$ cat src/rtl/bwt_pkg.sv
// Package for the breakpoint/watchpoint table: widths, codes, controller types
// and the type-code decode used by the datapath.
// Depends on nothing.
`timescale 1ns / 1ps
`default_nettype none

package bwt_pkg;

  // fixed field widths
  localparam int ADDR_W   = 32;
  localparam int ACTION_W = 2;
  localparam int TYPE_W   = 4;
  localparam int STATUS_W = 2;
  localparam int TABLES   = 4;

  // default table depth
  localparam int SLOTS_PER_TABLE_DEF = 10;

  // action codes
  localparam logic [ACTION_W-1:0] ACT_ADD    = 2'd0;
  localparam logic [ACTION_W-1:0] ACT_REMOVE = 2'd1;
  localparam logic [ACTION_W-1:0] ACT_CHECK  = 2'd2;
  localparam logic [ACTION_W-1:0] ACT_NONE   = 2'd3;

  // type codes
  localparam logic [TYPE_W-1:0] TYP_EXEC0  = 4'd0;
  localparam logic [TYPE_W-1:0] TYP_EXEC1  = 4'd1;
  localparam logic [TYPE_W-1:0] TYP_WRITE  = 4'd2;
  localparam logic [TYPE_W-1:0] TYP_READ   = 4'd3;
  localparam logic [TYPE_W-1:0] TYP_ACCESS = 4'd4;

  // table numbers
  localparam logic [1:0] TBL_EXEC   = 2'd0;
  localparam logic [1:0] TBL_WRITE  = 2'd1;
  localparam logic [1:0] TBL_READ   = 2'd2;
  localparam logic [1:0] TBL_ACCESS = 2'd3;

  // status codes
  localparam logic [STATUS_W-1:0] ST_OK       = 2'd0;
  localparam logic [STATUS_W-1:0] ST_BAD_TYPE = 2'd1;
  localparam logic [STATUS_W-1:0] ST_FULL     = 2'd2;

  // configuration register indexes
  localparam logic REG_DEBUGGER_ATTACHED = 1'b0;

  typedef enum logic [1:0] {
    S_IDLE,
    S_SCAN,
    S_DRAIN,
    S_DONE
  } bwt_state_t;

  // controller to datapath
  typedef struct packed {
    logic load;
    logic step;
    logic emit;
  } bwt_cmd_t;

  // datapath to controller
  typedef struct packed {
    logic imm;
    logic is_add;
    logic free_here;
    logic out_busy;
  } bwt_stat_t;

  typedef struct packed {
    logic       valid;
    logic [1:0] idx;
  } tsel_t;

  // type code to table number
  function automatic tsel_t table_of(input logic [TYPE_W-1:0] code);
    tsel_t r;
    r.valid = 1'b1;
    r.idx   = TBL_EXEC;
    case (code)
      TYP_EXEC0, TYP_EXEC1: r.idx = TBL_EXEC;
      TYP_WRITE:            r.idx = TBL_WRITE;
      TYP_READ:             r.idx = TBL_READ;
      TYP_ACCESS:           r.idx = TBL_ACCESS;
      default:              r.valid = 1'b0;
    endcase
    return r;
  endfunction

endpackage

`default_nettype wire

$ cat src/rtl/bwt_in_if.sv
// Request channel of the breakpoint/watchpoint table: valid/ready plus item fields.
// Depends on bwt_pkg.
`timescale 1ns / 1ps
`default_nettype none

interface bwt_in_if;
  import bwt_pkg::*;

  logic                valid;
  logic                ready;
  logic [ACTION_W-1:0] action;
  logic [TYPE_W-1:0]   bp_type;
  logic [ADDR_W-1:0]   address;
  logic [ADDR_W-1:0]   length;

  modport source (output valid, output action, output bp_type, output address,
                  output length, input ready);
  modport sink (input valid, input action, input bp_type, input address,
                input length, output ready);
endinterface

`default_nettype wire

$ cat src/rtl/bwt_out_if.sv
// Response channel of the breakpoint/watchpoint table: valid/ready, status and hit.
// Depends on bwt_pkg.
`timescale 1ns / 1ps
`default_nettype none

interface bwt_out_if;
  import bwt_pkg::*;

  logic                valid;
  logic                ready;
  logic [STATUS_W-1:0] status;
  logic                hit;

  modport source (output valid, output status, output hit, input ready);
  modport sink (input valid, input status, input hit, output ready);
endinterface

`default_nettype wire

$ cat src/rtl/bwt_ctrl.sv
// Controller of the breakpoint/watchpoint table: sequences the slot scan of one item.
// Depends on bwt_pkg; drives the datapath through bwt_cmd_t, reads bwt_stat_t.
`timescale 1ns / 1ps
`default_nettype none

module bwt_ctrl #(
  parameter int SLOTS_PER_TABLE = bwt_pkg::SLOTS_PER_TABLE_DEF
) (
  input  wire                 clk,
  input  wire                 rst,
  input  wire                 in_valid,
  output logic                in_ready,
  input  bwt_pkg::bwt_stat_t  stat,
  output bwt_pkg::bwt_cmd_t   cmd
);
  import bwt_pkg::*;

  localparam int SW = (SLOTS_PER_TABLE > 1) ? $clog2(SLOTS_PER_TABLE) : 1;
  localparam logic [SW-1:0] LAST = SW'(SLOTS_PER_TABLE - 1);

  bwt_state_t    state, state_next;
  logic [SW-1:0] slot, slot_next;
  logic          accept;

  assign accept = in_valid && in_ready;

  // state and slot counter
  always_ff @(posedge clk) begin
    if (rst) begin
      state <= S_IDLE;
      slot  <= '0;
    end else begin
      state <= state_next;
      slot  <= slot_next;
    end
  end

  // next state
  always_comb begin
    state_next = state;
    slot_next  = slot;
    case (state)
      S_IDLE: begin
        if (accept) begin
          slot_next  = '0;
          state_next = stat.imm ? S_DONE : S_SCAN;
        end
      end
      S_SCAN: begin
        if (stat.free_here) begin
          state_next = S_DONE;
        end else if (slot == LAST) begin
          state_next = stat.is_add ? S_DONE : S_DRAIN;
        end else begin
          slot_next = slot + 1'b1;
        end
      end
      S_DRAIN: state_next = S_DONE;
      S_DONE: begin
        if (!stat.out_busy) state_next = S_IDLE;
      end
      default: state_next = S_IDLE;
    endcase
  end

  // outputs
  always_comb begin
    in_ready = 1'b0;
    cmd      = '0;
    case (state)
      S_IDLE: begin
        in_ready = 1'b1;
        cmd.load = accept;
      end
      S_SCAN:  cmd.step = 1'b1;
      S_DRAIN: cmd = '0;
      S_DONE:  cmd.emit = !stat.out_busy;
      default: cmd = '0;
    endcase
  end

endmodule

`default_nettype wire

$ cat src/rtl/bwt_dpath.sv
// Datapath of the breakpoint/watchpoint table: item registers, slot memory,
// active bits, range compare and the result register. Depends on bwt_pkg.
`timescale 1ns / 1ps
`default_nettype none

module bwt_dpath #(
  parameter int SLOTS_PER_TABLE = bwt_pkg::SLOTS_PER_TABLE_DEF
) (
  input  wire                            clk,
  input  wire                            rst,
  input  wire                            attached,
  input  wire [bwt_pkg::ACTION_W-1:0]    in_action,
  input  wire [bwt_pkg::TYPE_W-1:0]      in_type,
  input  wire [bwt_pkg::ADDR_W-1:0]      in_address,
  input  wire [bwt_pkg::ADDR_W-1:0]      in_length,
  input  bwt_pkg::bwt_cmd_t              cmd,
  output bwt_pkg::bwt_stat_t             stat,
  output logic                           out_valid,
  input  wire                            out_ready,
  output logic [bwt_pkg::STATUS_W-1:0]   out_status,
  output logic                           out_hit
);
  import bwt_pkg::*;

  localparam int TOTAL = TABLES * SLOTS_PER_TABLE;
  localparam int KW    = $clog2(TOTAL);
  localparam int WW    = 3 * ADDR_W;
  localparam logic [KW-1:0] BASE1 = KW'(SLOTS_PER_TABLE);
  localparam logic [KW-1:0] BASE2 = KW'(2 * SLOTS_PER_TABLE);
  localparam logic [KW-1:0] BASE3 = KW'(3 * SLOTS_PER_TABLE);

  // held item
  logic [ACTION_W-1:0] op_action;
  logic [ADDR_W-1:0]   op_addr;
  logic [ADDR_W-1:0]   op_len;
  logic [KW-1:0]       slot_k;
  logic [STATUS_W-1:0] res_status;
  logic                res_hit;

  // slot store: base, length, precomputed end
  logic [WW-1:0]       mem [TOTAL];
  logic [WW-1:0]       rd_word;
  logic [TOTAL-1:0]    active;
  logic                cmp_valid;
  logic [KW-1:0]       cmp_k;

  tsel_t               in_sel;
  logic [KW-1:0]       start_k;
  logic                in_imm;
  logic [STATUS_W-1:0] in_status;
  logic                op_add;
  logic                free_here;
  logic [ADDR_W-1:0]   rd_base, rd_len, rd_end;
  logic                rm_match, chk_hit;

  // decode of the arriving item
  always_comb begin
    in_sel = table_of(in_type);
    case (in_sel.idx)
      TBL_EXEC:   start_k = '0;
      TBL_WRITE:  start_k = BASE1;
      TBL_READ:   start_k = BASE2;
      TBL_ACCESS: start_k = BASE3;
      default:    start_k = '0;
    endcase
    in_imm    = 1'b0;
    in_status = ST_OK;
    if (in_action == ACT_NONE) begin
      in_imm = 1'b1;
    end else if (!in_sel.valid) begin
      in_imm    = 1'b1;
      in_status = ST_BAD_TYPE;
    end else if (in_action == ACT_CHECK && !attached) begin
      in_imm = 1'b1;
    end else if (in_action == ACT_ADD) begin
      in_status = ST_FULL;
    end
  end

  assign op_add    = (op_action == ACT_ADD);
  assign free_here = cmd.step && op_add && !active[slot_k];

  assign rd_base = rd_word[WW-1 -: ADDR_W];
  assign rd_len  = rd_word[2*ADDR_W-1 -: ADDR_W];
  assign rd_end  = rd_word[ADDR_W-1:0];

  // compare of the slot read in the previous cycle
  always_comb begin
    rm_match = cmp_valid && active[cmp_k] && (rd_base == op_addr) && (rd_len == op_len);
    chk_hit  = cmp_valid && active[cmp_k] && (op_addr >= rd_base) && (op_addr < rd_end);
  end

  assign stat.imm       = in_imm;
  assign stat.is_add    = op_add;
  assign stat.free_here = free_here;
  assign stat.out_busy  = out_valid && !out_ready;

  // item registers, scan pointer, result accumulation
  always_ff @(posedge clk) begin
    if (cmd.load) begin
      op_action  <= in_action;
      op_addr    <= in_address;
      op_len     <= in_length;
      slot_k     <= start_k;
      res_status <= in_status;
      res_hit    <= 1'b0;
    end else begin
      if (cmd.step) slot_k <= slot_k + 1'b1;
      if (free_here) res_status <= ST_OK;
      if (chk_hit && op_action == ACT_CHECK) res_hit <= 1'b1;
    end
  end

  // slot memory, one write and one registered read per cycle
  always_ff @(posedge clk) begin
    if (free_here) mem[slot_k] <= {op_addr, op_len, op_addr + op_len};
    rd_word <= mem[slot_k];
    cmp_k   <= slot_k;
  end

  // active bits and compare pipeline valid
  always_ff @(posedge clk) begin
    if (rst) begin
      active    <= '0;
      cmp_valid <= 1'b0;
    end else begin
      cmp_valid <= cmd.step && !op_add;
      if (free_here) active[slot_k] <= 1'b1;
      if (rm_match && op_action == ACT_REMOVE) active[cmp_k] <= 1'b0;
    end
  end

  // result register
  always_ff @(posedge clk) begin
    if (rst) begin
      out_valid <= 1'b0;
    end else if (cmd.emit) begin
      out_valid <= 1'b1;
    end else if (out_ready) begin
      out_valid <= 1'b0;
    end
  end

  always_ff @(posedge clk) begin
    if (cmd.emit) begin
      out_status <= res_status;
      out_hit    <= res_hit;
    end
  end

endmodule

`default_nettype wire

$ cat src/rtl/breakpoint_watchpoint_table.sv
// Top level of the breakpoint/watchpoint table: configuration register port,
// controller and datapath. Depends on bwt_pkg, bwt_in_if, bwt_out_if,
// bwt_ctrl and bwt_dpath.
//
// Usage: requests arrive on in_item (action, bp_type, address, length) and
// each one yields exactly one response on out_item (status, hit). An item is
// taken when valid and ready are both high. Four tables (execute, write, read,
// access) of SLOTS_PER_TABLE slots each live in one slot memory.
// An item with an invalid type, an unused action, or a check with no debugger
// attached goes from idle straight to the done state. Add scans active bits
// one slot a cycle and stops at the first free slot or after the last slot.
// Remove and check read one slot a cycle from the single memory port through
// the whole table, then drain the registered read. One item at a time: the
// next item is taken only once the controller is back in idle.
// Reset clears the active bits and the debugger_attached register; slot
// contents stay undefined until written. A stalled receiver holds the
// response in the output register; the next item is taken meanwhile and
// finishes once the response is taken.
// debugger_attached sits at APB byte address 0; pready is always high.
`timescale 1ns / 1ps
`default_nettype none

module breakpoint_watchpoint_table #(
  parameter int SLOTS_PER_TABLE = bwt_pkg::SLOTS_PER_TABLE_DEF
) (
  input  wire               clk,
  input  wire               rst,
  input  wire               psel,
  input  wire               penable,
  input  wire               pwrite,
  input  wire [2:0]         paddr,
  input  wire [31:0]        pwdata,
  output logic [31:0]       prdata,
  output logic              pready,
  bwt_in_if.sink            in_item,
  bwt_out_if.source         out_item
);
  import bwt_pkg::*;

  logic      attached;
  logic      reg_wr;
  bwt_cmd_t  cmd;
  bwt_stat_t stat;

  // configuration register
  assign pready = 1'b1;
  assign reg_wr = psel && penable && pwrite && pready;

  always_ff @(posedge clk) begin
    if (rst) begin
      attached <= 1'b0;
    end else if (reg_wr && paddr[2] == REG_DEBUGGER_ATTACHED) begin
      attached <= pwdata[0];
    end
  end

  assign prdata = (paddr[2] == REG_DEBUGGER_ATTACHED) ? {31'd0, attached} : 32'd0;

  bwt_ctrl #(
    .SLOTS_PER_TABLE(SLOTS_PER_TABLE)
  ) u_ctrl (
    .clk      (clk),
    .rst      (rst),
    .in_valid (in_item.valid),
    .in_ready (in_item.ready),
    .stat     (stat),
    .cmd      (cmd)
  );

  bwt_dpath #(
    .SLOTS_PER_TABLE(SLOTS_PER_TABLE)
  ) u_dpath (
    .clk        (clk),
    .rst        (rst),
    .attached   (attached),
    .in_action  (in_item.action),
    .in_type    (in_item.bp_type),
    .in_address (in_item.address),
    .in_length  (in_item.length),
    .cmd        (cmd),
    .stat       (stat),
    .out_valid  (out_item.valid),
    .out_ready  (out_item.ready),
    .out_status (out_item.status),
    .out_hit    (out_item.hit)
  );

endmodule

`default_nettype wire

$ cat src/flat_wrapper.sv
// flat-port wrapper written by rule: the top's interface ports become plain ports
module breakpoint_watchpoint_table_flat import bwt_pkg::*;
#(
  parameter int SLOTS_PER_TABLE = bwt_pkg::SLOTS_PER_TABLE_DEF
)
  (clk, rst, psel, penable, pwrite, paddr, pwdata, prdata, pready, in_item_valid, in_item_action, in_item_bp_type, in_item_address, in_item_length, in_item_ready, out_item_valid, out_item_status, out_item_hit, out_item_ready);
  bwt_in_if in_item_i ();
  bwt_out_if out_item_i ();
  input  wire clk;
  input  wire rst;
  input  wire psel;
  input  wire penable;
  input  wire pwrite;
  input  wire [2:0] paddr;
  input  wire [31:0] pwdata;
  output logic [31:0] prdata;
  output logic pready;
  input wire logic [$bits(in_item_i.valid)-1:0] in_item_valid;
  input wire logic [$bits(in_item_i.action)-1:0] in_item_action;
  input wire logic [$bits(in_item_i.bp_type)-1:0] in_item_bp_type;
  input wire logic [$bits(in_item_i.address)-1:0] in_item_address;
  input wire logic [$bits(in_item_i.length)-1:0] in_item_length;
  output wire logic [$bits(in_item_i.ready)-1:0] in_item_ready;
  output wire logic [$bits(out_item_i.valid)-1:0] out_item_valid;
  output wire logic [$bits(out_item_i.status)-1:0] out_item_status;
  output wire logic [$bits(out_item_i.hit)-1:0] out_item_hit;
  input wire logic [$bits(out_item_i.ready)-1:0] out_item_ready;
  assign in_item_i.valid = in_item_valid;
  assign in_item_i.action = in_item_action;
  assign in_item_i.bp_type = in_item_bp_type;
  assign in_item_i.address = in_item_address;
  assign in_item_i.length = in_item_length;
  assign in_item_ready = in_item_i.ready;
  assign out_item_valid = out_item_i.valid;
  assign out_item_status = out_item_i.status;
  assign out_item_hit = out_item_i.hit;
  assign out_item_i.ready = out_item_ready;
  breakpoint_watchpoint_table #(.SLOTS_PER_TABLE(SLOTS_PER_TABLE)) u_core (.clk(clk), .rst(rst), .psel(psel), .penable(penable), .pwrite(pwrite), .paddr(paddr), .pwdata(pwdata), .prdata(prdata), .pready(pready), .in_item(in_item_i), .out_item(out_item_i));
endmodule
$ cat config.mk
export PLATFORM = sky130hd
export DESIGN_NAME = breakpoint_watchpoint_table_flat
export DESIGN_NICKNAME = d
export VERILOG_FILES = /design/src/rtl/bwt_pkg.sv /design/src/rtl/bwt_in_if.sv /design/src/rtl/bwt_out_if.sv /design/src/rtl/bwt_ctrl.sv /design/src/rtl/bwt_dpath.sv /design/src/rtl/breakpoint_watchpoint_table.sv /design/src/flat_wrapper.sv
export SDC_FILE = /design/constraint.sdc
export NUM_CORES = 2
export LEC_CHECK = 0
export BUFFER_PORTS_ARGS = -buffer_cell sky130_fd_sc_hd__buf_2
export CORE_MARGIN = 2
export CORE_UTILIZATION = 43
export DETAILED_ROUTE_END_ITERATION = 16
export SLEW_MARGIN = 20
export SYNTH_ARGS = -nofsm -noshare
export SYNTH_HDL_FRONTEND = slang
export SYNTH_SLANG_ARGS = --single-unit
export TNS_END_PERCENT = 5
$ cat constraint.sdc
create_clock -name clk -period 8 [get_ports clk]
set_input_delay 1.6 -clock clk [delete_from_list [all_inputs] [get_ports clk]]
set_output_delay 1.6 -clock clk [all_outputs]
set_load 0.005 [all_outputs]
==> flow_summary.json <==
{
  "status": "finished clean",
  "vdd_drop_max_mv": 0.533,
  "clock-sinks": 4069,
  "grt_pass1_vias": 84400,
  "synthSimpleGateAreaFrac_pct": 2.92,
  "drv_slew": 0,
  "critPathRequiredTime_ps": 8550,
  "postSynthAreaPerCell_um2": 18.0,
  "nNetsFinal": 8716,
  "yosys_warnings": 0,
  "worst_slew_pin_slew_ps": 1210,
  "post-route-min-period_ps": 5870,
  "antenna_found_initial": 13,
  "ys_ff_latch": 4069,
  "critical_path_arrival_ps": 6420,
  "grtUsageTotal_pct": 25.8,
  "yosysSeqAreaShare_pct": 81.1,
  "leakage_nw": 52.0,
  "finalWirelength_um": 464000,
  "root_buffer": "clkbuf_16",
  "synthCells": 8280,
  "grt_pass1_wl_um": 642000,
  "critPathCaptureType": "register",
  "cts_hold_buf": 0,
  "clock.fmax_ghz": 0.170,
  "syn_to_final_growth_pct": 13.7,
  "synth_adder_area_share_pct": 0.854,
  "finalSetupTns_ps": 0,
  "max_stage_delay_ps": 960,
  "path_cells": "and3b_4 -> a22oi_1 -> nand4_1 -> a31oi_1 -> nand4_2 -> or3_1 -> nor2_4 -> buf_4",
  "wire_per_inst_um": 34.5,
  "critPathBufInv": 1,
  "crit_slowest_cell": "or3_1",
  "setup_violations": 0,
  "drt_pass1_iterations": 6,
  "rows": 216,
  "hp-class": "reg -> reg",
  "final_util_pct": 49.0,
  "place_congestion": 0.839,
  "drcViolationCount": 0,
  "grt_max_degree": 130,
  "synth_cell_types": 68,
  "synth_xor_area_share_pct": 0.377,
  "die_area_um2": 351000,
  "period_share_pct": 73.4,
  "synth_edf_count": 3917,
  "async_reset_ff_share_pct": 0,
  "rsz0062_at_grt": "no",
  "chipWidth_um": 592,
  "cts_resized": 0,
  "die_y_um": 592,
  "fin_skew_ps": 101,
  "dp_hpwl_um": 213000,
  "startpoint_type": "register",
  "fillers": 28100,
  "hold_violations": 0,
  "slew-limit-headroom_pct": 19.2,
  "cap_viol_max_count": 0,
  "coreArea_um2": 345000,
  "vias": 87500,
  "p_per_area_nw_per_um2": 356,
  "yosysTopAreaCellShare_pct": 79.0,
  "vias_per_cell": 6.52,
  "synth_top_family_by_area": "compound AO/OA/AOI/OAI gates",
  "critical_path_class": "reg -> reg",
  "synthFlopType": "edfxtp_1",
  "h-tree-depth": 5,
  "port_buffers": 84,
  "cts.path.max_buffers": 4,
  "post_cts_buffers": 0,
  "yosysTopAreaCell": "edfxtp_1",
  "drt_iter0_markers": 13900,
  "synth_compound_area_share_pct": 12.9,
  "drive_above_1_share_pct": 11.9,
  "clkSlewWorstSetupHoldPaths_ps": 60,
  "synth.area.top_cells": "edfxtp_1 (79%), a22oi_1 (9.3%), dfxtp_1 (2.0%)",
  "detail-route-antenna-nets": 0,
  "cts_buffers": 400,
  "globalRouteOverflowTotal": 0,
  "initial_core_util_pct": 43.1,
  "yosys-mux-area-fraction_pct": 0.108,
  "crit_fanout": 47,
  "synth_area_um2": 149000,
  "io_pins": 150,
  "path_delay_family": "simple AND/OR/NAND/NOR gates",
  "clkLatencyLatePin_ps": 960,
  "cts_tree": "built"
}
[layout by cell type (no fill, tap or decap), types with 134 or more instances in the layout]
| cell type | n |
|---|---|
| a221oi_1 | 138 |
| nor2_1 | 142 |
| o21ai_0 | 134 |
| a41oi_1 | 136 |
| buf_4 | 213 |
| nand4_1 | 389 |
| a22oi_1 | 1838 |
| edfxtp_1 | 3917 |
| clkbuf_16 | 407 |
| dfxtp_1 | 151 |
| a21oi_1 | 186 |
[cell type report]
| type | count | area [um^2] | share of cell area [%] |
|---|---|---|---|
| multi-input combinational | 3590 | 26300 | 15.5 |
| inverter | 83 | 319 | 0.188 |
| tap | 4578 | 5730 | 3.38 |
| timing repair buffer | 359 | 3270 | 1.93 |
| sequential | 4069 | 121000 | 71.3 |
| antenna | 8 | 20.0 | 0.0118 |
| clock buffer | 511 | 10800 | 6.38 |
| clock inverter | 230 | 2180 | 1.29 |
[sequential cells by signal (all words and copies together), names as in the netlist, 2 cells and up]
name and flops:
u_core.u_dpath.op_addr 32, u_core.u_dpath.mem 3840, u_core.u_dpath.op_action 2, u_core.u_dpath.cmp_k 6, u_core.u_ctrl.state 2, u_core.u_dpath.active 40
u_core.u_ctrl.slot 4, u_core.u_dpath.res_status 2, u_core.u_dpath.out_status 2, u_core.u_dpath.rd_word 96, u_core.u_dpath.slot_k 6, u_core.u_dpath.op_len 32
[Yosys cell counts (all sizes together) (17+ instances only)]
library cell,instances
edfxtp,3917
a22oi,1839
clkbuf,425
nand4,390
a21oi,187
nor2,185
dfxtp,152
buf,143
a221oi,140
a41oi,136
o21ai,135
ha,100
inv,83
a22o,55
nor2b,53
xnor2,47
a21o,46
nand2,34
nand3,29
a31oi,25
o211ai,19
xor2,17
[metal layers]
metal | vias to the layer above | share of wire (%) | track usage, % | wire length [um]
met1 | 45400 | 39 | 36.3 | 182000
met5 | - | 0.011 | 0 | 53
met3 | 842 | 11 | 5.13 | 53100
met4 | 8 | 3.5 | 8.61 | 16100
li1 | 35200 | - | - | -
met2 | 5986 | 46 | 40.2 | 212000
[worst paths after layout]
kind / to / start / cells after the start / slack, ps
worst max-delay path: u_core.u_dpath.mem[11][46] / u_core.u_dpath.slot_k[2] / 8 / 2130
worst max register to register: u_core.u_dpath.mem[11][46] / u_core.u_dpath.slot_k[2] / 8 / 2130
worst min register to register: u_core.u_dpath.out_status[0] / u_core.u_dpath.res_status[0] / 0 / 420
worst min-delay path: u_core.u_dpath.out_status[0] / u_core.u_dpath.res_status[0] / 0 / 420
[power by group]
group / internal, mW / switching (mW) / leakage [nW] / total [mW]
clock: 10.7 / 7.94 / 6.36 / 18.7
sequential: 25.9 / 0.412 / 36.5 / 26.3
combinational: 4.13 / 11.2 / 9.13 / 15.4
[logic make-up after synthesis]
group,Yosys count
buffers and inverters,651
DFF,4069
AOI/OAI and AO/OA,2609
other,2
adders and majority gates,101
muxes,13
xor gates and xnor gates,64
and+or+nand+nor,771
[per-stage QoR]
stage	cells	hold WS, ps	worst slack, ps	total power, mW	instance area, um^2
2_1_floorplan	8310	349	1380	35.3	149000
3_3_place_gp	12700	404	2400	41.5	156000
3_5_place_dp	12700	411	2330	41.7	156000
4_1_cts	13400	425	2310	60.1	169000
5_1_grt	13400	440	2120	62.2	169000
6_report	13400	421	2130	60.3	169000
Note: power is estimated with default switching activity, not from simulation.
